$ cat config.mk
export PLATFORM = sky130hd
export DESIGN_NAME = fpi_convert
export DESIGN_NICKNAME = d
export VERILOG_FILES = /design/src/design/fpi_pkg.sv /design/src/design/fpi_convert.sv
export SDC_FILE = /design/constraint.sdc
export NUM_CORES = 1
export LEC_CHECK = 0
export BUFFER_PORTS_ARGS = -buffer_cell sky130_fd_sc_hd__buf_2
export CAP_MARGIN = 20
export CORE_AREA = 4 4 41 43
export DETAILED_ROUTE_END_ITERATION = 8
export DIE_AREA = 0 0 45 47
export PLACE_DENSITY = 0.8
export SLEW_MARGIN = 5
export SYNTH_ARGS = -nofsm -noshare
export SYNTH_HDL_FRONTEND = slang
export SYNTH_SLANG_ARGS = --single-unit
$ cat constraint.sdc
create_clock -name vclk -period 1.81
set_input_delay 0.362 -clock vclk [all_inputs]
set_output_delay 0.362 -clock vclk [all_outputs]
set_load 0.02 [all_outputs]
$ cat src/design/fpi_pkg.sv
// ----------------------------------------------------------------------------
// fpi_pkg
// Shared types and constants of the framebuffer pixel import core: register
// indexes, format and function codes, request and result payloads.
// ----------------------------------------------------------------------------
`default_nettype none

package fpi_pkg;

    localparam int CFG_IDX_BITS  = 3;
    localparam int CFG_DATA_BITS = 23;
    localparam int SRC_ADDR_BITS = 23;
    localparam int DEST_BITS     = 20;
    localparam int WIDTH_BITS    = 11;
    localparam int COUNT_BITS    = 10;
    localparam int TOTAL_BITS    = 21;
    localparam int LIMIT_BITS    = 22;
    localparam int BOUND_BITS    = 24;

    localparam logic [CFG_IDX_BITS-1:0] CFG_PIXEL_FORMAT = 3'd0;
    localparam logic [CFG_IDX_BITS-1:0] CFG_FULL_ALPHA   = 3'd1;
    localparam logic [CFG_IDX_BITS-1:0] CFG_BASE_ADDRESS = 3'd2;
    localparam logic [CFG_IDX_BITS-1:0] CFG_LINE_WIDTH   = 3'd3;
    localparam logic [CFG_IDX_BITS-1:0] CFG_LINE_COUNT   = 3'd4;
    localparam logic [CFG_IDX_BITS-1:0] CFG_MEMORY_LAST  = 3'd5;

    localparam logic FMT_RGBA5551 = 1'b0;
    localparam logic FMT_RGBA8888 = 1'b1;

    localparam logic FUNC_RASTER = 1'b0;
    localparam logic FUNC_LISTED = 1'b1;

    localparam logic [WIDTH_BITS-1:0] WIDTH_MAX    = 11'd1024;
    localparam logic [COUNT_BITS-1:0] COLUMN_LAST  = 10'd1023;
    localparam logic [7:0]            ALPHA_OPAQUE = 8'hFF;

    localparam logic [WIDTH_BITS-1:0] RST_LINE_WIDTH = 11'd320;
    localparam logic [COUNT_BITS-1:0] RST_LINE_COUNT = 10'd240;
    localparam logic [TOTAL_BITS-1:0] RST_TOTAL      = 21'd76800;
    localparam logic [LIMIT_BITS-1:0] RST_LIMIT      = 22'd77120;

    typedef struct packed {
        logic                     func;
        logic [SRC_ADDR_BITS-1:0] source_address;
        logic [31:0]              source_pixel;
        logic                     first;
        logic                     last;
    } fpi_in_t;

    typedef struct packed {
        logic                 write_valid;
        logic [DEST_BITS-1:0] dest_index;
        logic [31:0]          color;
        logic                 done_res;
        logic                 copy_needed;
        logic                 aborted;
    } fpi_out_t;

    typedef struct packed {
        logic                     is16;
        logic                     full_alpha;
        logic [SRC_ADDR_BITS-1:0] base;
        logic [WIDTH_BITS-1:0]    width_eff;
        logic [TOTAL_BITS-1:0]    total;
        logic [LIMIT_BITS-1:0]    listed_limit;
        logic [BOUND_BITS-1:0]    raster_bound;
    } fpi_cfg_t;

endpackage

`default_nettype wire

$ cat src/design/fpi_convert.sv
// ----------------------------------------------------------------------------
// fpi_convert
// Pixel format conversion: RGBA5551 or RGBA8888 to ABGR8888.
// ----------------------------------------------------------------------------
`default_nettype none

module fpi_convert (
    input  wire logic        is16,
    input  wire logic        full_alpha,
    input  wire logic [31:0] pixel,
    output logic      [31:0] color
);
    import fpi_pkg::*;

    logic [7:0] r, g, b, a;

    always_comb
    begin
        if (is16)
        begin
            r = {pixel[15:11], 3'b000};
            g = {pixel[10:6], 3'b000};
            b = {pixel[5:1], 3'b000};
            a = (full_alpha || pixel[0]) ? ALPHA_OPAQUE : 8'h00;
        end
        else
        begin
            r = pixel[31:24];
            g = pixel[23:16];
            b = pixel[15:8];
            a = full_alpha ? ALPHA_OPAQUE : pixel[7:0];
        end
        color = {a, b, g, r};
    end

endmodule

`default_nettype wire

==> reports/metrics.yaml, run 1 <==
top_usage_layer: "met2"
syn_area_sq_um: 325
grtUsageTotal: 0.106
die_area_sq_um: 2120
grt_pass1_wl_um: 1830
syn-num-nets: 77
pin_count: 66
rsz0062_at_grt: "no"
met1_usage: 0.110
pwr-share-seq: 0
cp_max_fo: 17
area_delta_synth_final_pct: 113
ir_drop_v: 0.000138
timing.fmax_mhz: 662
vias: 547
whs_endpoint: "color[24]"
worstHoldPathType: "input pin to output port"
power_density_nw_per_um2: 312
critPathKind: "input pin to output port"
ys_types: 8
ctsHoldBuffers: 0
syn_avg_cell_area_sq_um: 7.57
seq_area_frac_synth: 0
relSlewSlack: 0.906
grt_antenna_before_repair: 0
cts_setup_buffers: 0
fin_tns_setup_ps: 0
p_sw_uw: 116
p_int_uw: 101
ys_top_cells_by_count: "15 x mux2_2, 9 x nor2b_1, 7 x inv_1, 7 x o21ai_0, 2 x buf_6"
pre_cts_ws_ps: 295
finalHoldViolCount: 0
crit_path_end_kind: "output port"
ys_warn_count: 0
drt_iter0_drc: 1
crit_required_ps: 1450
yosys.area.top_type: "mux2_2"
setup_ws_ps: 300
tightest_slew_ps: 140
clock_buffers: 0
numPortBuffers: 66
seq_cell_count: 0
cp-startpoint: "is16"
slew_viol_final: 0
yosys.area.top_type_share: 0.519
cap_viol_max_count: 0
sw_frac_of_total: 0.535
gr-usage-met3: 0.0153
combPwrFrac: 1.000
dpl.cell_count: 124
remaining_drc_errors: 0
synth_area_leaders: "mux2_2 52%, nor2b_1 17%, o21ai_0 11%"
outcome: "finished, final reports clean"
die_x_um: 45
detail_route.first_pass.iterations: 2
wl_per_cell_um: 10.1
drt-total-wl_um: 1250
place_area_sq_um: 694
core_sq_um: 1300
whs_path_depth: 3
grt_use_met2: 0.232
initial_utilization: 0.250
synth_cells: 43
diodes: 0
row_count: 13
grt_max_degree: 18
p_leak_uw: 0.000411
layout-drive-gt1-share: 0.780
final-seq-area_sq_um: 0
clkPwrFrac: 0
crit_arrival_ps: 1150
vias_per_cell: 4.41
min_from: "pixel[0]"
grt.overflow.total: 0
die_h_um: 47
fin_crit_sh: 0.834
finalSetupViolations: 0
place.gp.congestion: 0.648
post_cts_resize_count: 0
post-route-min-period_ps: 1510
synthMostInstantiatedCell: "mux2_2"
final_core_util: 0.534
dp_hpwl_um: 1150
final_cell_area_sq_um: 694
final_cells: 124
nets: 145
antenna_left: 0
grt_pass1_vias: 471
startpoint_type: "input pin"
critical path, stage by stage:
cell and delay (ps):
buf_2 150, buf_12 150, mux2_2 330, buf_2 160
worst max path at each step:
stage / endpoint / slack, ps / depth (start not counted)
floorplan: color[25] / 440 / 2
global placement: color[22] / 310 / 4
detailed placement: color[4] / 290 / 4
CTS: color[4] / 290 / 4
global route: color[23] / 260 / 4
finish: color[4] / 300 / 4
metrics by stage:
step / hold WS (ps) / total power, uW
floorplan: 864 / 125
global placement: 1050 / 216
detailed placement: 1050 / 219
CTS: 1050 / 220
global route: 1070 / 234
finish: 1040 / 217
per-layer routing:
metal  up-vias  share of wire
met5         -              0
met4         0              0
met3         0           0.17
met2        40           0.52
met1       232           0.32
li1        275              -
logic make-up after synthesis:
kind of cell	count (synthesis)	synth area share
compound gates	8	0.123
buf+inv	10	0.165
mux	15	0.519
simple gates	10	0.192
placed cells by master (no fill, tap or decap), drive strengths merged:
cell type	netlist	routed
or2	1	1
buf	3	69
mux2	15	15
inv	7	7
nor2b	9	9
o21ai	7	7
a21oi	1	1
power by group through the flow:
| stage | logic [uW] | clock network (uW) | registers, uW |
|---|---|---|---|
| after floorplan | 125 | 0 | 0 |
| after global placement | 216 | 0 | 0 |
| after detailed placement | 219 | 0 | 0 |
| after CTS | 220 | 0 | 0 |
| after global routing | 234 | 0 | 0 |
| final | 217 | 0 | 0 |
area by class of cell:
cell class / count / area (sq um)
repair buffers: 69 / 378
multi-input cells: 33 / 272
fillers: 130 / 607
well taps: 15 / 18.8
inverters: 7 / 26.3
No activity file was read; power rests on OpenSTA's default activity.
==> run 2: changes to the inputs <==
--- a/config.mk
+++ b/config.mk
@@ -5,12 +5,13 @@
 export SDC_FILE = /design/constraint.sdc
 export NUM_CORES = 1
 export LEC_CHECK = 0
+export ABC_AREA = 1
 export BUFFER_PORTS_ARGS = -buffer_cell sky130_fd_sc_hd__buf_2
 export CAP_MARGIN = 20
-export CORE_AREA = 4 4 41 43
+export CORE_MARGIN = 4
+export CORE_UTILIZATION = 23
 export DETAILED_ROUTE_END_ITERATION = 8
-export DIE_AREA = 0 0 45 47
-export PLACE_DENSITY = 0.8
+export PLACE_DENSITY = 0.79
 export SLEW_MARGIN = 5
 export SYNTH_ARGS = -nofsm -noshare
 export SYNTH_HDL_FRONTEND = slang
==> constraint.sdc (replaced) <==
create_clock -name vclk -period 1.2
set_input_delay 0.24 -clock vclk [all_inputs]
set_output_delay 0.24 -clock vclk [all_outputs]
set_load 0.02 [all_outputs]
==> run 2 against run 1 <==
  * Via count rose by 30%
  * Cell area grew 4.7%
  * Worst hold slack lost 260 ps
  * Area after synthesis fell by 0.38%
  * Power is 65% higher
  * Synthesized cell count up 86%
  * Critical path type unchanged
  * Critical endpoint is now color[14]
  * Largest cell class unchanged
  * Largest power group unchanged
==> reports/metrics.yaml, run 2 <==
core_sq_um: 1320  # +1.2%
drt_iter0_drc: 7  # +6
pin_count: 66  # unchanged
seq_area_frac_synth: 0  # unchanged
dr_wl_met3_um: 175  # -17%
diodes: 0  # unchanged
grtUsageTotal: 0.145  # +0.0388
grt_pass1_wl_um: 2390  # +31%
area_delta_synth_final_pct: 124
remaining_drc_errors: 0  # unchanged
ir_drop_v: 0.000217  # +57%
crit_required_ps: 960  # -490 ps
grt_pass1_vias: 612  # +30%
row_count: 13  # unchanged
die_x_um: 45.5  # +1.2%
seq_cell_count: 0  # unchanged
met2_length_um: 839  # +30%
relSlewSlack: 0.891  # -0.0147
crit_path_end_kind: "output port"
outcome: "finished, final reports clean"
worstHoldPathType: "input pin to output port"
vias: 710  # +30%
initial_utilization: 0.246  # -0.00404
fin_crit_sh: 0.957
numPortBuffers: 66  # unchanged
final_core_util: 0.552  # +0.0181
final-seq-area_sq_um: 0  # unchanged
die_h_um: 45.5  # -3.1%
total_power_uw: 358  # +65%
finalHoldViolCount: 0  # unchanged
place.gp.congestion: 0.673  # +3.8%
fillers: 144  # +11%
rsz0062_at_grt: "yes"
ys_warn_count: 0  # unchanged
crit_arrival_ps: 910  # -240 ps
dp_hpwl_um: 1420  # +24%
synth_cells: 80  # +86%
antenna_left: 0  # unchanged
ctsHoldBuffers: 0  # unchanged
syn_area_sq_um: 324  # -0.38%
tightest_slew_ps: 162  # +21.9 ps
startpoint_type: "input pin"
hold_slack_ps: 786  # -257 ps
grt.overflow.total: 0  # unchanged
layout-drive-gt1-share: 0.510  # -0.270
critPathKind: "input pin to output port"
drt-met1-wl_um: 648  # +64%
ys_top_cells_by_count: "42 x nand2_1, 11 x o21ai_0, 10 x inv_1, 9 x nor2_1, 4 x buf_2"
post-route-min-period_ps: 1150
nets: 185  # +28%
finalSetupViolations: 0  # unchanged
die_area_sq_um: 2070  # -2.0%
power_density_nw_per_um2: 492  # +58%
highest_layer: "met3"
grt_antenna_before_repair: 0  # unchanged
grt_max_degree: 20  # +2
clock_buffers: 0  # unchanged
yosys.area.top_type: "nand2_1"
yosys.area.top_type_share: 0.486  # -0.0327
vias_per_cell: 4.33  # -1.9%
synthMostInstantiatedCell: "nand2_1"
cts_setup_buffers: 0  # unchanged
p_leak_uw: 0.000522  # +27%
slew_viol_final: 0  # unchanged
timing.fmax_mhz: 871
final_cell_mix: "64 x buf_2, 42 x nand2_1, 10 x inv_1, 9 x nor2_1, 9 x o21ai_0"
wl_per_cell_um: 10.1  # +0.51%
ys_types: 8  # unchanged
detail_route.first_pass.iterations: 4  # +2
synth_area_leaders: "nand2_1 49%, o21ai_0 17%, inv_1 12%"
cap_viol_max_count: 0  # unchanged
post_cts_resize_count: 0  # unchanged
syn-num-nets: 114  # +48%
cp_max_fo: 19  # +2
syn_avg_cell_area_sq_um: 4.05  # -46%
drt-total-wl_um: 1660  # +33%
final_common_cell: "buf_2"
-- run 2: changes by cell type after synthesis --
cell / previous run / this run
a21oi_1: 1 / 0
buf_2: 1 / 4
buf_6: 2 / 0
inv_1: 7 / 10
inv_2: 0 / 1
mux2_2: 15 / 0
nand2_1: 0 / 42
nor2_1: 0 / 9
nor2b_1: 9 / 0
o21ai_0: 7 / 11
o21ai_1: 0 / 2
-- run 2: cell type report --
| class | instances | area, sq um | share of cell area |
|---|---|---|---|
| repair buffers | 73 | 400 | 0.551 |
| multi-input cells | 65 | 267 | 0.367 |
| inverters | 11 | 41.3 | 0.0568 |
| well taps | 15 | 18.8 | 0.0258 |
-- run 2: cell families after synthesis --
family,count (synthesis),synth area share
AOI/OAI and AO/OA,13,0.201
buffers and inverters,15,0.189
and+or+nand+nor,52,0.610
-- run 2: per-layer routing --
layer  track usage  vias up
met1         0.186      292
met3        0.0119        0
met2         0.273       41
met4             0        0
met5             0        -
li1              -      377
-- run 2: report_power, final --
group	leakage (uW)	switching [uW]	total [uW]	internal, uW
logic	0.000522	214	358	144
registers	0	0	0	0
clock network	0	0	0	0
total	0.000522	214	358	144
-- run 2: critical path, cell delays in order --
cell and delay (ps):
buf_2 130, inv_2 60, buf_12 140, o21ai_0 150
buf_2 180
-- run 2: through the flow --
step / cell area [sq um] / std cells / setup WS (ps) / TNS (ps)
floorplan: 324 / 80 / 191 / 0
global placement: 718 / 164 / 68.3 / 0
detailed placement: 718 / 164 / 47.6 / 0
CTS: 718 / 164 / 47.6 / 0
global route: 727 / 164 / -11.2 / -22.3
finish: 727 / 164 / 51.6 / 0
-- run 2: path summary, 6_finish.rpt --
path              depth (start not counted)   endpoint       from  slack [ps]
setup / recovery                          5  color[14]       is16          50
hold / removal                            4   color[5]  pixel[29]         790
==> run 3: changes to the inputs <==
--- a/config.mk
+++ b/config.mk
@@ -8,10 +8,12 @@
 export ABC_AREA = 1
 export BUFFER_PORTS_ARGS = -buffer_cell sky130_fd_sc_hd__buf_2
 export CAP_MARGIN = 20
+export CELL_PAD_IN_SITES_DETAIL_PLACEMENT = 0
+export CELL_PAD_IN_SITES_GLOBAL_PLACEMENT = 1
 export CORE_MARGIN = 4
-export CORE_UTILIZATION = 23
+export CORE_UTILIZATION = 11
 export DETAILED_ROUTE_END_ITERATION = 8
-export PLACE_DENSITY = 0.79
+export PLACE_DENSITY_LB_ADDON = 0.1
 export SLEW_MARGIN = 5
 export SYNTH_ARGS = -nofsm -noshare
 export SYNTH_HDL_FRONTEND = slang
==> run 3 against run 2 <==
  * Sequential share of layout area unchanged
  * Core utilization down 27 points
  * Highest routed layer unchanged
  * Critical endpoint is now color[27]
  * Flip-flop and latch count stayed put
  * Worst hold slack lost 1.1 ps
  * First-iteration DRC count rose to 3.7 times the previous value
  * Critical path depth up 1
  * Count of clock-buffer cells in the layout unchanged
  * Combinational power is 2% higher
  * Worst setup slack improved by 19 ps
  * Largest cell class unchanged
  * Fmax grew 1.7%
  * Routed wire length up 4.6%
==> reports/metrics.yaml, run 3 (same netlist as run 2, synthesis figures left out) <==
core_sq_um: 2780  # +110%
die_h_um: 62.3  # +37%
vias_per_cell: 3.78  # -13%
fin_crit_sh: 0.941  # -0.0158
dp_hpwl_um: 1420  # about the same
worstHoldPathType: "input pin to output port"
relSlewSlack: 0.889  # -0.00224
place.gp.congestion: 0.675  # +0.43%
cp_max_fo: 8  # -11
slew_viol_final: 0  # unchanged
crit_required_ps: 960  # about the same
vias: 676  # -4.8%
final_core_util: 0.278  # -0.274
area_delta_synth_final_pct: 138
critPathKind: "input pin to output port"
total_power_uw: 364  # +1.8%
grt_antenna_before_repair: 0  # unchanged
diodes: 0  # unchanged
layout-drive-gt1-share: 0.507  # -0.00331
grt_pass1_wl_um: 2840  # +19%
final_common_cell: "buf_2"
final-seq-area_sq_um: 0  # unchanged
finalHoldViolCount: 0  # unchanged
pin_count: 66  # unchanged
drt_iter0_drc: 26  # +19
tightest_slew_ps: 167  # +5.07 ps
seq_cell_count: 0  # unchanged
die_x_um: 62.3  # +37%
die_area_sq_um: 3880  # +87%
wl_per_cell_um: 9.72  # -4.2%
numPortBuffers: 66  # unchanged
row_count: 19  # +6
final_cell_area_sq_um: 772  # +6.2%
crit_arrival_ps: 890  # -20 ps
nets: 184  # -0.54%
post-route-min-period_ps: 1130  # -18.9 ps
detail_route.first_pass.iterations: 3  # -1
final_cell_mix: "63 x buf_2, 42 x nand2_1, 11 x o21ai_0, 10 x inv_1, 9 x nor2_1"
cap_viol_max_count: 0  # unchanged
fin_tns_setup_ps: 0  # unchanged
timing.fmax_mhz: 885  # +1.7%
grt_max_degree: 17  # -15%
clock_buffers: 0  # unchanged
hold_slack_ps: 785  # -1.13 ps
initial_utilization: 0.117  # -0.129
outcome: "finished, final reports clean"
ir_drop_v: 0.000163  # -25%
startpoint_type: "input pin"
power_density_nw_per_um2: 472  # -4.1%
p_leak_uw: 0.000529  # +1.3%
finalSetupViolations: 0  # unchanged
place_area_sq_um: 723  # +0.70%
remaining_drc_errors: 0  # unchanged
ctsHoldBuffers: 0  # unchanged
crit_path_end_kind: "output port"
grt.overflow.total: 0  # unchanged
grtUsageTotal: 0.0810  # -0.0640
rsz0062_at_grt: "no"
drt-total-wl_um: 1740  # +4.6%
grt_pass1_vias: 608  # -0.65%
antenna_left: 0  # unchanged
[run 3: final timing paths]
kind,from,to,cells past startpoint
max,is16,color[27],6
min,pixel[16],color[8],4
[run 3: routing by layer]
layer / wire length [um] / vias up / global-route usage
met1: 692 / 263 / 0.0959
met2: 830 / 38 / 0.150
li1: - / 375 / -
met4: 0 / 0 / 0
met5: 0 / - / 0
met3: 216 / 0 / 0.0252
[run 3: metrics by stage]
| step | instances | setup WS [ps] |
|---|---|---|
| 2_1_floorplan | 80 | 191 |
| 3_3_place_gp | 178 | 29.2 |
| 3_5_place_dp | 178 | 18.3 |
| 4_1_cts | 178 | 18.8 |
| 5_1_grt | 179 | 21.4 |
| 6_report | 179 | 70.5 |
[run 3: area by class of cell]
| cell class | count | area [sq um] |
|---|---|---|
| well taps | 31 | 38.8 |
| multi-input cells | 65 | 267 |
| repair buffers | 72 | 420 |
| fillers | 314 | 2010 |
| inverters | 11 | 46.3 |
[run 3: worst max-delay path: stages]
cell	delay, ps
buf_4	140
inv_6	90
buf_12	120
o21ai_0	70
nand2_1	70
buf_2	160
[run 3: report_power, final]
part / switching [uW] / internal [uW]
Clock: 0 / 0
Sequential: 0 / 0
Combinational: 214 / 150
Total: 214 / 150
[run 3: what timing repair did]
action                                  in CTS  in global routing
gates resized for setup                      0                  9
buffers inserted                             0                  0
endpoints found under the setup margin       0                 13
