===== config.mk =====
export PLATFORM = sky130hd
export DESIGN_NAME = fpi_cfg_regs
export DESIGN_NICKNAME = d
export VERILOG_FILES = /design/src/design/fpi_pkg.sv /design/src/design/fpi_cfg_regs.sv
export SDC_FILE = /design/constraint.sdc
export NUM_CORES = 1
export LEC_CHECK = 0
export ABC_AREA = 1
export BUFFER_PORTS_ARGS = -buffer_cell sky130_fd_sc_hd__buf_2
export CAP_MARGIN = 20
export CORE_MARGIN = 2
export CORE_UTILIZATION = 48
export CTS_BUF_LIST = sky130_fd_sc_hd__clkbuf_4
export CTS_CLUSTER_DIAMETER = 40
export CTS_CLUSTER_SIZE = 25
export DETAILED_ROUTE_END_ITERATION = 10
export PLACE_DENSITY_LB_ADDON = 0.05
export SYNTH_ARGS = -nofsm -noshare
export SYNTH_HDL_FRONTEND = slang
export SYNTH_SLANG_ARGS = --single-unit

===== constraint.sdc =====
create_clock -name clk -period 7.8 [get_ports clk]
set_input_delay 0.39 -clock clk [delete_from_list [all_inputs] [get_ports clk]]
set_output_delay 0.39 -clock clk [all_outputs]
set_load 0.02 [all_outputs]

===== src/design/fpi_pkg.sv =====
// ----------------------------------------------------------------------------
// fpi_pkg
// Shared types and constants of the framebuffer pixel import core: register
// indexes, format and function codes, request and result payloads.
// ----------------------------------------------------------------------------
`default_nettype none

package fpi_pkg;

    localparam int CFG_IDX_BITS  = 3;
    localparam int CFG_DATA_BITS = 23;
    localparam int SRC_ADDR_BITS = 23;
    localparam int DEST_BITS     = 20;
    localparam int WIDTH_BITS    = 11;
    localparam int COUNT_BITS    = 10;
    localparam int TOTAL_BITS    = 21;
    localparam int LIMIT_BITS    = 22;
    localparam int BOUND_BITS    = 24;

    localparam logic [CFG_IDX_BITS-1:0] CFG_PIXEL_FORMAT = 3'd0;
    localparam logic [CFG_IDX_BITS-1:0] CFG_FULL_ALPHA   = 3'd1;
    localparam logic [CFG_IDX_BITS-1:0] CFG_BASE_ADDRESS = 3'd2;
    localparam logic [CFG_IDX_BITS-1:0] CFG_LINE_WIDTH   = 3'd3;
    localparam logic [CFG_IDX_BITS-1:0] CFG_LINE_COUNT   = 3'd4;
    localparam logic [CFG_IDX_BITS-1:0] CFG_MEMORY_LAST  = 3'd5;

    localparam logic FMT_RGBA5551 = 1'b0;
    localparam logic FMT_RGBA8888 = 1'b1;

    localparam logic FUNC_RASTER = 1'b0;
    localparam logic FUNC_LISTED = 1'b1;

    localparam logic [WIDTH_BITS-1:0] WIDTH_MAX    = 11'd1024;
    localparam logic [COUNT_BITS-1:0] COLUMN_LAST  = 10'd1023;
    localparam logic [7:0]            ALPHA_OPAQUE = 8'hFF;

    localparam logic [WIDTH_BITS-1:0] RST_LINE_WIDTH = 11'd320;
    localparam logic [COUNT_BITS-1:0] RST_LINE_COUNT = 10'd240;
    localparam logic [TOTAL_BITS-1:0] RST_TOTAL      = 21'd76800;
    localparam logic [LIMIT_BITS-1:0] RST_LIMIT      = 22'd77120;

    typedef struct packed {
        logic                     func;
        logic [SRC_ADDR_BITS-1:0] source_address;
        logic [31:0]              source_pixel;
        logic                     first;
        logic                     last;
    } fpi_in_t;

    typedef struct packed {
        logic                 write_valid;
        logic [DEST_BITS-1:0] dest_index;
        logic [31:0]          color;
        logic                 done_res;
        logic                 copy_needed;
        logic                 aborted;
    } fpi_out_t;

    typedef struct packed {
        logic                     is16;
        logic                     full_alpha;
        logic [SRC_ADDR_BITS-1:0] base;
        logic [WIDTH_BITS-1:0]    width_eff;
        logic [TOTAL_BITS-1:0]    total;
        logic [LIMIT_BITS-1:0]    listed_limit;
        logic [BOUND_BITS-1:0]    raster_bound;
    } fpi_cfg_t;

endpackage

`default_nettype wire


===== src/design/fpi_cfg_regs.sv =====
// ----------------------------------------------------------------------------
// fpi_cfg_regs
// Configuration registers plus derived limits (clamped width, raster total,
// listed row limit, raster memory bound), updated in the write cycle.
// ----------------------------------------------------------------------------
`default_nettype none

module fpi_cfg_regs #(
    parameter int ADDR_BITS = 23
) (
    input  wire logic                             clk,
    input  wire logic                             rst_n,
    input  wire logic                             cfg_write,
    input  wire logic [fpi_pkg::CFG_IDX_BITS-1:0]  cfg_index,
    input  wire logic [fpi_pkg::CFG_DATA_BITS-1:0] cfg_data,
    output fpi_pkg::fpi_cfg_t                     cfg
);
    import fpi_pkg::*;

    localparam int AEFF = (ADDR_BITS < SRC_ADDR_BITS) ? ADDR_BITS : SRC_ADDR_BITS;
    localparam logic [SRC_ADDR_BITS-1:0] ADDR_MASK =
        {SRC_ADDR_BITS{1'b1}} >> (SRC_ADDR_BITS - AEFF);
    localparam logic [BOUND_BITS-1:0] RST_BOUND = ({1'b0, ADDR_MASK} + 24'd1) >> 1;

    logic                     fmt_reg, fmt_next;
    logic                     fa_reg, fa_next;
    logic [SRC_ADDR_BITS-1:0] base_reg, base_next;
    logic [WIDTH_BITS-1:0]    lw_reg, lw_next;
    logic [COUNT_BITS-1:0]    lc_reg, lc_next;
    logic [SRC_ADDR_BITS-1:0] mlast_reg, mlast_next;
    logic [WIDTH_BITS-1:0]    weff_reg, weff_next;
    logic [TOTAL_BITS-1:0]    total_reg, total_next;
    logic [LIMIT_BITS-1:0]    limit_reg, limit_next;
    logic [BOUND_BITS-1:0]    bound_reg, bound_next;
    logic [BOUND_BITS-1:0]    mem_end;
    logic [BOUND_BITS-1:0]    span;

    always_comb
    begin
        fmt_next   = fmt_reg;
        fa_next    = fa_reg;
        base_next  = base_reg;
        lw_next    = lw_reg;
        lc_next    = lc_reg;
        mlast_next = mlast_reg;
        if (cfg_write)
        begin
            case (cfg_index)
                CFG_PIXEL_FORMAT: fmt_next   = cfg_data[0];
                CFG_FULL_ALPHA:   fa_next    = cfg_data[0];
                CFG_BASE_ADDRESS: base_next  = cfg_data & ADDR_MASK;
                CFG_LINE_WIDTH:   lw_next    = cfg_data[WIDTH_BITS-1:0];
                CFG_LINE_COUNT:   lc_next    = cfg_data[COUNT_BITS-1:0];
                CFG_MEMORY_LAST:  mlast_next = cfg_data & ADDR_MASK;
                default: ;
            endcase
        end

        if (lw_next == '0)
        begin
            weff_next = 11'd1;
        end
        else if (lw_next > WIDTH_MAX)
        begin
            weff_next = WIDTH_MAX;
        end
        else
        begin
            weff_next = lw_next;
        end

        total_next = {10'b0, weff_next} * {11'b0, lc_next};
        limit_next = {1'b0, total_next} + {11'b0, weff_next};

        mem_end = {1'b0, mlast_next} + 24'd1;
        if ({1'b0, base_next} <= mem_end)
        begin
            span = mem_end - {1'b0, base_next};
        end
        else
        begin
            span = '0;
        end
        bound_next = (fmt_next == FMT_RGBA5551) ? (span >> 1) : (span >> 2);
    end

    always_ff @(posedge clk or negedge rst_n)
    begin
        if (!rst_n)
        begin
            fmt_reg   <= FMT_RGBA5551;
            fa_reg    <= 1'b0;
            base_reg  <= '0;
            lw_reg    <= RST_LINE_WIDTH;
            lc_reg    <= RST_LINE_COUNT;
            mlast_reg <= ADDR_MASK;
            weff_reg  <= RST_LINE_WIDTH;
            total_reg <= RST_TOTAL;
            limit_reg <= RST_LIMIT;
            bound_reg <= RST_BOUND;
        end
        else
        begin
            fmt_reg   <= fmt_next;
            fa_reg    <= fa_next;
            base_reg  <= base_next;
            lw_reg    <= lw_next;
            lc_reg    <= lc_next;
            mlast_reg <= mlast_next;
            weff_reg  <= weff_next;
            total_reg <= total_next;
            limit_reg <= limit_next;
            bound_reg <= bound_next;
        end
    end

    assign cfg.is16         = (fmt_reg == FMT_RGBA5551);
    assign cfg.full_alpha   = fa_reg;
    assign cfg.base         = base_reg;
    assign cfg.width_eff    = weff_reg;
    assign cfg.total        = total_reg;
    assign cfg.listed_limit = limit_reg;
    assign cfg.raster_bound = bound_reg;

endmodule

`default_nettype wire


==> qor.yml, run 1 <==
initial_utilization_pct: 48.98
cts.htree.levels: 4
timing.rr.end: "limit_reg[20]"
final_hold_viol_count: 0
tritoncts: "yes"
layout.cells.most_common_list: "nand2_1, inv_1, buf_2, nor2_1, dfrtp_1"
synth.yosys.warnings: 0
rrSetupSlack_ns: 0.93
place.port_buffers: 130
syn-mean-instance-area_um2: 8.183
insertion_delay_ns: 0.57
y_dimension_of_the_die_um: 158.8
mappedNetlistNets: 1596
drv_cap: 0
synth_simple_gate_area_share_pct: 21.65
post_cts.repair.setup_buffers: 0
rr_startpoint: "lw_reg[8]"
critical_path.max_fanout: 19
clock-skew-final_ns: 0.04342
max_slew_margin_pct: 46.16
io-pin-count: 132
detail_route.iter0.violations: 450
area_fraction_in_compound_gates_after_synthesis_pct: 8.543
first_global_vias: 9766
antenna_violations_before_repair: 1
clockRootBuffer: "clkbuf_4"
endpoint_kind: "flop"
sequential_cell_area_um2: 3706
clock_path_buffers: 2
floorplan.rows: 56
syn_inst: 1405
finalNetCount: 1761
worst_hold_startpoint: "cfg_data[17]"
synth.distinct_cells: 46
synth_enable_flop_cells: 0
timing.critical_path.arrival_ns: 7.52
cpPeakStageDelay_ns: 0.54
ys_ff_latch: 146
avgViaCountPerCell: 4.989
drc_errors: 0
syn2layout_area_growth_pct: 13.46
worst_path_max_delay_cell: "fa_1"
synth_area_leaders: "dfrtp_1, fa_1, ha_1"
final_common_cell: "nand2_1"
setup_total_negative_slack_ns: 0
chip_width_um: 158.8
average_routed_wire_per_standard_cell_um: 15.72
synth_top_family_by_area: "adder cells"
drtPass1Iterations: 5
grt.overflow.total: 0
worst-endpoint-required_ns: 8.24
synth_async_sr_flop_share_pct: 100.0
finalCriticalPeriod_ns: 7.084
synth_area_leader_cell: "dfrtp_1"
overall_via_count_from_detail_route: 9494
clk_pin_slew_ns: 0.18
grt_usage_pct: 25.19
gp_congestion: 0.9064
worst_path_most_repeated_cell: "nand2_1"
hold_path.class: "in -> reg"
synth_area_um2: 11500
synth_top_area_share_pct: 22.64
critical_path.startpoint: "cfg_write"
post_synth_mux_area_share_pct: 0
timing.reg2reg.worst_path_depth: 33
clkSinkCount: 146
pin_count_of_the_biggest_net_entering_global_routing: 91
die_area_um2: 25210
count_of_endpoints_failing_setup_in_the_final_report: 0
cp_launch_type: "input pin"
multi_input_comb_area_um2: 6663
synth-seq-area-share_pct: 32.23
dominantRegCellSynth: "dfrtp_1"
grt_pass1_wl_um: 50040
final_area_um2: 13050
rsz0062_at_grt: "false"
worst_margin_slew_ns: 0.8076
drive_above_1_share_pct: 19.65
detailed_place.area_um2: 12690
ant_nets_after_route: 0
final_min_period_over_clock_period_pct: 90.82
floorplan.core_area_um2: 23470
status: "finished, final reports clean"
worst_hold_path.endpoint: "mlast_reg[17]"
yosys.area_share.xor_xnor_pct: 5.398
criticalPathCategory: "in -> reg"
maxClockFrequency_ghz: 0.1412
synth_fa_ha_area_share_pct: 22.33
tritoncts.num_buffers: 17
final-max-slew-violation-count: 0
fillerInstances: 2324
hpwl_um: 24190
total_wirelength_um: 29920
timing.hold.worst_path_depth: 3
area by class of cell:
type | instances | area share, %
inverters | 260 | 7.481
multi-input cells | 976 | 51.07
flip-flops and latches | 146 | 28.41
diodes | 1 | 0.01918
well taps | 319 | 3.060
clock buffers | 17 | 0.9783
repair buffers | 169 | 7.299
clock inverters | 15 | 1.678
cell families (layout without fill, tap and decap cells):
group | Yosys count | after routing
compound gates | 171 | 171
other cells | 1 | 2
buf+inv | 283 | 461
fa+ha+maj | 162 | 162
simple gates | 572 | 572
flops | 146 | 146
xor+xnor | 70 | 70
through the flow:
step	worst slack [ns]	hold WS, ns	util [%]	instances
final	0.7159	0.05540	55.58	1903
after detailed placement	0.1537	0.4915	54.05	1869
after floorplan	0.9528	0.09441	-	1405
after global routing	0.1728	0.02068	55.58	1903
after global placement	0.2880	0.4858	54.05	1869
after CTS	0.7392	0.02259	55.57	1902
critical path, delay by kind of cell:
| family | cells | cell delay, ns |
|---|---|---|
| AOI/OAI and AO/OA | 3 | 0.66 |
| xor gates and xnor gates | 2 | 0.32 |
| adders and majority gates | 7 | 3.05 |
| buffers and inverters | 8 | 0.76 |
| and+or+nand+nor | 17 | 2.30 |
cells in the mapped netlist, types with 26 or more instances:
master	count
nand2_1	295
inv_1	242
nor2_1	126
dfrtp_1	104
ha_1	90
nand3_1	77
fa_1	72
a21oi_1	61
o21ai_0	54
xor2_1	43
dfstp_2	42
xnor2_1	26
worst max path at each step:
stage	endpoint	slack, ns
2_1_floorplan	limit_reg[20]	0.95
3_3_place_gp	limit_reg[20]	0.29
3_5_place_dp	limit_reg[20]	0.15
4_1_cts	limit_reg[20]	0.74
5_1_grt	limit_reg[20]	0.17
6_report	limit_reg[20]	0.72
layer usage:
| layer | routed length [µm] | track usage (%) |
|---|---|---|
| met5 | 0 | 0 |
| met3 | 790 | 2.874 |
| met2 | 16400 | 48.47 |
| met1 | 11870 | 28.89 |
| met4 | 860 | 8.132 |
what timing repair did:
item / CTS / global route
hold buffers: 1 / 0
hold endpoints to repair: 58 / 0
gates resized for setup: 0 / 0
Power of run 1 is not shown: default switching activity piles up to over one toggle a cycle in this logic, so the estimate is an artifact.
==> run 2: changes to the inputs <==
- ABC_AREA: 1 -> 0
==> run 2 against run 1 <==
Compared with the run above:
- routed wire length is 4.5% lower
- global-route usage decreased by 0.073 points
- worst hold slack worse by 0.013 ns
- via count fell by 8.8%
- highest routed layer unchanged
- clock-buffer cell count up 1
- first-iteration DRC count decreased by 6.0%
- non-clock buffer count up 1
- fmax decreased by 1.4%
==> qor.yml, run 2 <==
y_dimension_of_the_die_um: 155.8  # -1.9%
synthTopCellsByCount: "inv_1, nand2_1, nor2_1, dfrtp_1, ha_1"
insertion_delay_ns: 0.59  # +0.02 ns
synth_top_area_share_pct: 23.53  # +0.89 points
floorplan.core_area_um2: 22640  # -3.5%
post_cts.repair.setup_buffers: 0  # unchanged
timing.reg2reg.worst_path_depth: 27  # -18%
final_min_period_over_clock_period_pct: 92.11  # +1.3 points
first_global_vias: 9064  # -7.2%
drive_above_1_share_pct: 20.97  # +1.3 points
synth.distinct_cells: 66  # +43%
vdd_drop_max_mv: 0.6580
finalNetCount: 1518  # -14%
detailed_place.area_um2: 12290  # -3.1%
worst-endpoint-required_ns: 8.27  # +0.03 ns
overall_via_count_from_detail_route: 8658  # -8.8%
total_leakage_power_nw: 6.587
detail_route.iter0.violations: 423  # -6.0%
synth_async_sr_flop_share_pct: 100.0  # unchanged
worst_margin_slew_ns: 1.051  # +0.2437 ns
comb_power_share_pct: 72.1
clockRootBuffer: "clkbuf_4"
place.detailed.instances: 1591  # -15%
dominantRegCellSynth: "dfrtp_1"
final-instance-count-excl-fill: 1628  # -14%
share_clk_of_total_power_pct: 8.4
antenna_violations_before_repair: 1  # unchanged
final-max-slew-violation-count: 0  # unchanged
count_of_endpoints_failing_setup_in_the_final_report: 0  # unchanged
final_common_cell: "inv_1"
gp_congestion: 0.8993  # -0.78%
ant_nets_after_route: 0  # unchanged
tritoncts.num_buffers: 17  # unchanged
cts.htree.levels: 4  # unchanged
ys_ff_latch: 146  # unchanged
pin_count_of_the_biggest_net_entering_global_routing: 87  # -4.4%
final_area_um2: 12610  # -3.3%
maxClockFrequency_ghz: 0.1392  # -1.4%
clk_pin_slew_ns: 0.16  # -0.02 ns
grt_usage_pct: 25.12  # -0.073 points
max_slew_margin_pct: 29.62  # -17 points
endpoint_kind: "flop"
hold_path.class: "in -> reg"
total_wirelength_um: 28590  # -4.5%
chip_width_um: 155.8  # -1.9%
timing.critical_path.arrival_ns: 7.66  # +0.14 ns
timing.hold.worst_path_depth: 3  # unchanged
clock-skew-final_ns: 0.03040  # -0.01302 ns
tritoncts: "yes"
drtPass1Iterations: 5  # unchanged
average_routed_wire_per_standard_cell_um: 17.56  # +12%
avgViaCountPerCell: 5.318  # +6.6%
netSwitchingFraction_pct: 50.51
floorplan.rows: 55  # -1.8%
drc_errors: 0  # unchanged
die_area_um2: 24280  # -3.7%
synth_area_leader_cell: "dfrtp_1"
synth.yosys.warnings: 0  # unchanged
synth_area_um2: 11060  # -3.8%
seqPwrFrac_pct: 19.5
rrSetupSlack_ns: 0.62  # -0.31 ns
drv_cap: 0  # unchanged
synth_area_leaders: "dfrtp_1, fa_1, ha_1"
internal_power_mw: 2.979
syn-mean-instance-area_um2: 9.536  # +17%
setup_total_negative_slack_ns: 0  # unchanged
place.port_buffers: 130  # unchanged
criticalPathCategory: "reg -> reg"
total_switching_power_mw: 3.039
yosys.cell_count.top_type: "inv_1"
critical_path.max_fanout: 6  # -13
grt_pass1_wl_um: 47020  # -6.0%
status: "finished, final reports clean"
initial_utilization_pct: 48.86  # -0.12 points
final_hold_viol_count: 0  # unchanged
syn_inst: 1160  # -17%
finalCriticalPeriod_ns: 7.184  # +0.1003 ns
syn2layout_area_growth_pct: 13.99
layout.cells.most_common_list: "inv_1, nand2_1, buf_2, nor2_1, dfrtp_1"
cp_launch_type: "flop"
grt.overflow.total: 0  # unchanged
clkSinkCount: 146  # unchanged
timing.hold.ws_ns: 0.04223  # -0.01317 ns
clock_path_buffers: 2  # unchanged
synth_enable_flop_cells: 0  # unchanged
fillerInstances: 2099  # -9.7%
io-pin-count: 132  # unchanged
cellPowerDensity_nw_per_um2: 477.2
hpwl_um: 22960  # -5.1%
mappedNetlistNets: 1351  # -15%
rsz0062_at_grt: "false"
synth-seq-area-share_pct: 33.50  # +1.3 points
[run 2: changes by cell type after synthesis, moves of 11 or more]
cell      change
a211oi_1     +12
a21o_1       +12
inv_1       -100
inv_2        -15
mux2_2       +24
mux2i_1      +42
nand2_1     -157
nand2_2      -14
nand3_1      -48
nor2_2       -11
o21ai_0      -34
o21ai_1      -11
xnor2_1      +27
xor2_1       -26
[run 2: what timing repair did]
| action | in CTS | in global routing |
|---|---|---|
| hold buffers | 2 | 0 |
| gates resized for setup | 0 | 2 |
| endpoints found under the setup margin | 0 | 1 |
| endpoints found under the hold margin | 59 | 0 |
[run 2: power by group through the flow]
stage | logic (mW) | registers [mW] | clock network, mW
after floorplan | 2.95 | 1.42 | 0
after global placement | 4.34 | 1.19 | 0
after detailed placement | 4.34 | 1.19 | 0
after CTS | 4.38 | 1.18 | 0.522
after global routing | 4.91 | 1.20 | 0.550
final | 4.34 | 1.17 | 0.506
[run 2: metrics by stage]
step | power [mW] | util [%] | setup WS (ns)
floorplan | 4.361 | - | 0.7877
global placement | 5.534 | 54.29 | 0.3650
detailed placement | 5.535 | 54.29 | 0.1943
CTS | 6.083 | 55.62 | 0.4400
global route | 6.659 | 55.69 | 0.06101
finish | 6.018 | 55.69 | 0.6156
[run 2: critical path, cell delays in order (launching register included)]
cell and delay, ns:
dfrtp_1 0.41, nor4_1 0.32, nand4_1 0.18, a21oi_2 0.22, xnor2_1 0.11, or2_2 0.38, inv_1 0.16, buf_4 0.16
nand2_1 0.07, fa_1 0.53, inv_1 0.06, fa_1 0.52, fa_1 0.46, fa_1 0.56, inv_1 0.06, fa_1 0.53
inv_1 0.04, ha_1 0.33, o21a_1 0.13, o21ai_0 0.27, a21oi_1 0.14, a21oi_1 0.21, ha_1 0.32, nand3_1 0.13
o2111ai_2 0.18, and3_1 0.27, and4_1 0.23, xnor2_1 0.12
[run 2: final timing paths]
| kind | from | end |
|---|---|---|
| worst max-delay path | lw_reg[3] | limit_reg[20] |
| worst min-delay path | cfg_data[17] | mlast_reg[17] |
| worst max register to register | lw_reg[3] | limit_reg[20] |
| min in group asynchronous | rst_n | base_reg[16] |
| worst min register to register | mlast_reg[9] | mlast_reg[9] |
| max in group asynchronous | rst_n | total_reg[0] |
[run 2: kinds of logic (layout without fill, tap and decap cells)]
group | after synthesis | in the layout | share of synthesized area (%)
multiplexers | 66 | 66 | 6.244
buffers and inverters | 170 | 350 | 5.949
XOR/XNOR | 70 | 70 | 5.542
AND/OR/NAND/NOR | 377 | 377 | 15.68
adder cells (fa/ha/maj) | 162 | 162 | 23.21
AO/OA/AOI/OAI | 168 | 168 | 9.841
other | 1 | 4 | 0.03390
flip-flops | 146 | 146 | 33.50
[run 2: cell type report]
cell class,instances,area [µm²],area share (%)
multi-input cells,844,6741,53.46
clock buffers,18,135.1,1.072
well taps,285,356.6,2.828
inverters,148,555.5,4.406
clock inverters,14,145.1,1.151
repair buffers,170,962.2,7.630
diodes,3,7.507,0.05954
flip-flops and latches,146,3706,29.39
[run 2: layer usage]
layer	share of wire (%)	vias up	wire, µm	track usage (%)
li1	-	4209	-	-
met1	40	4241	11330	28.78
met2	55	166	15730	48.10
met3	2.7	42	767	3.639
met4	2.6	0	755	7.689
met5	0	-	0	0
Note: power is estimated with default switching activity, not from simulation.
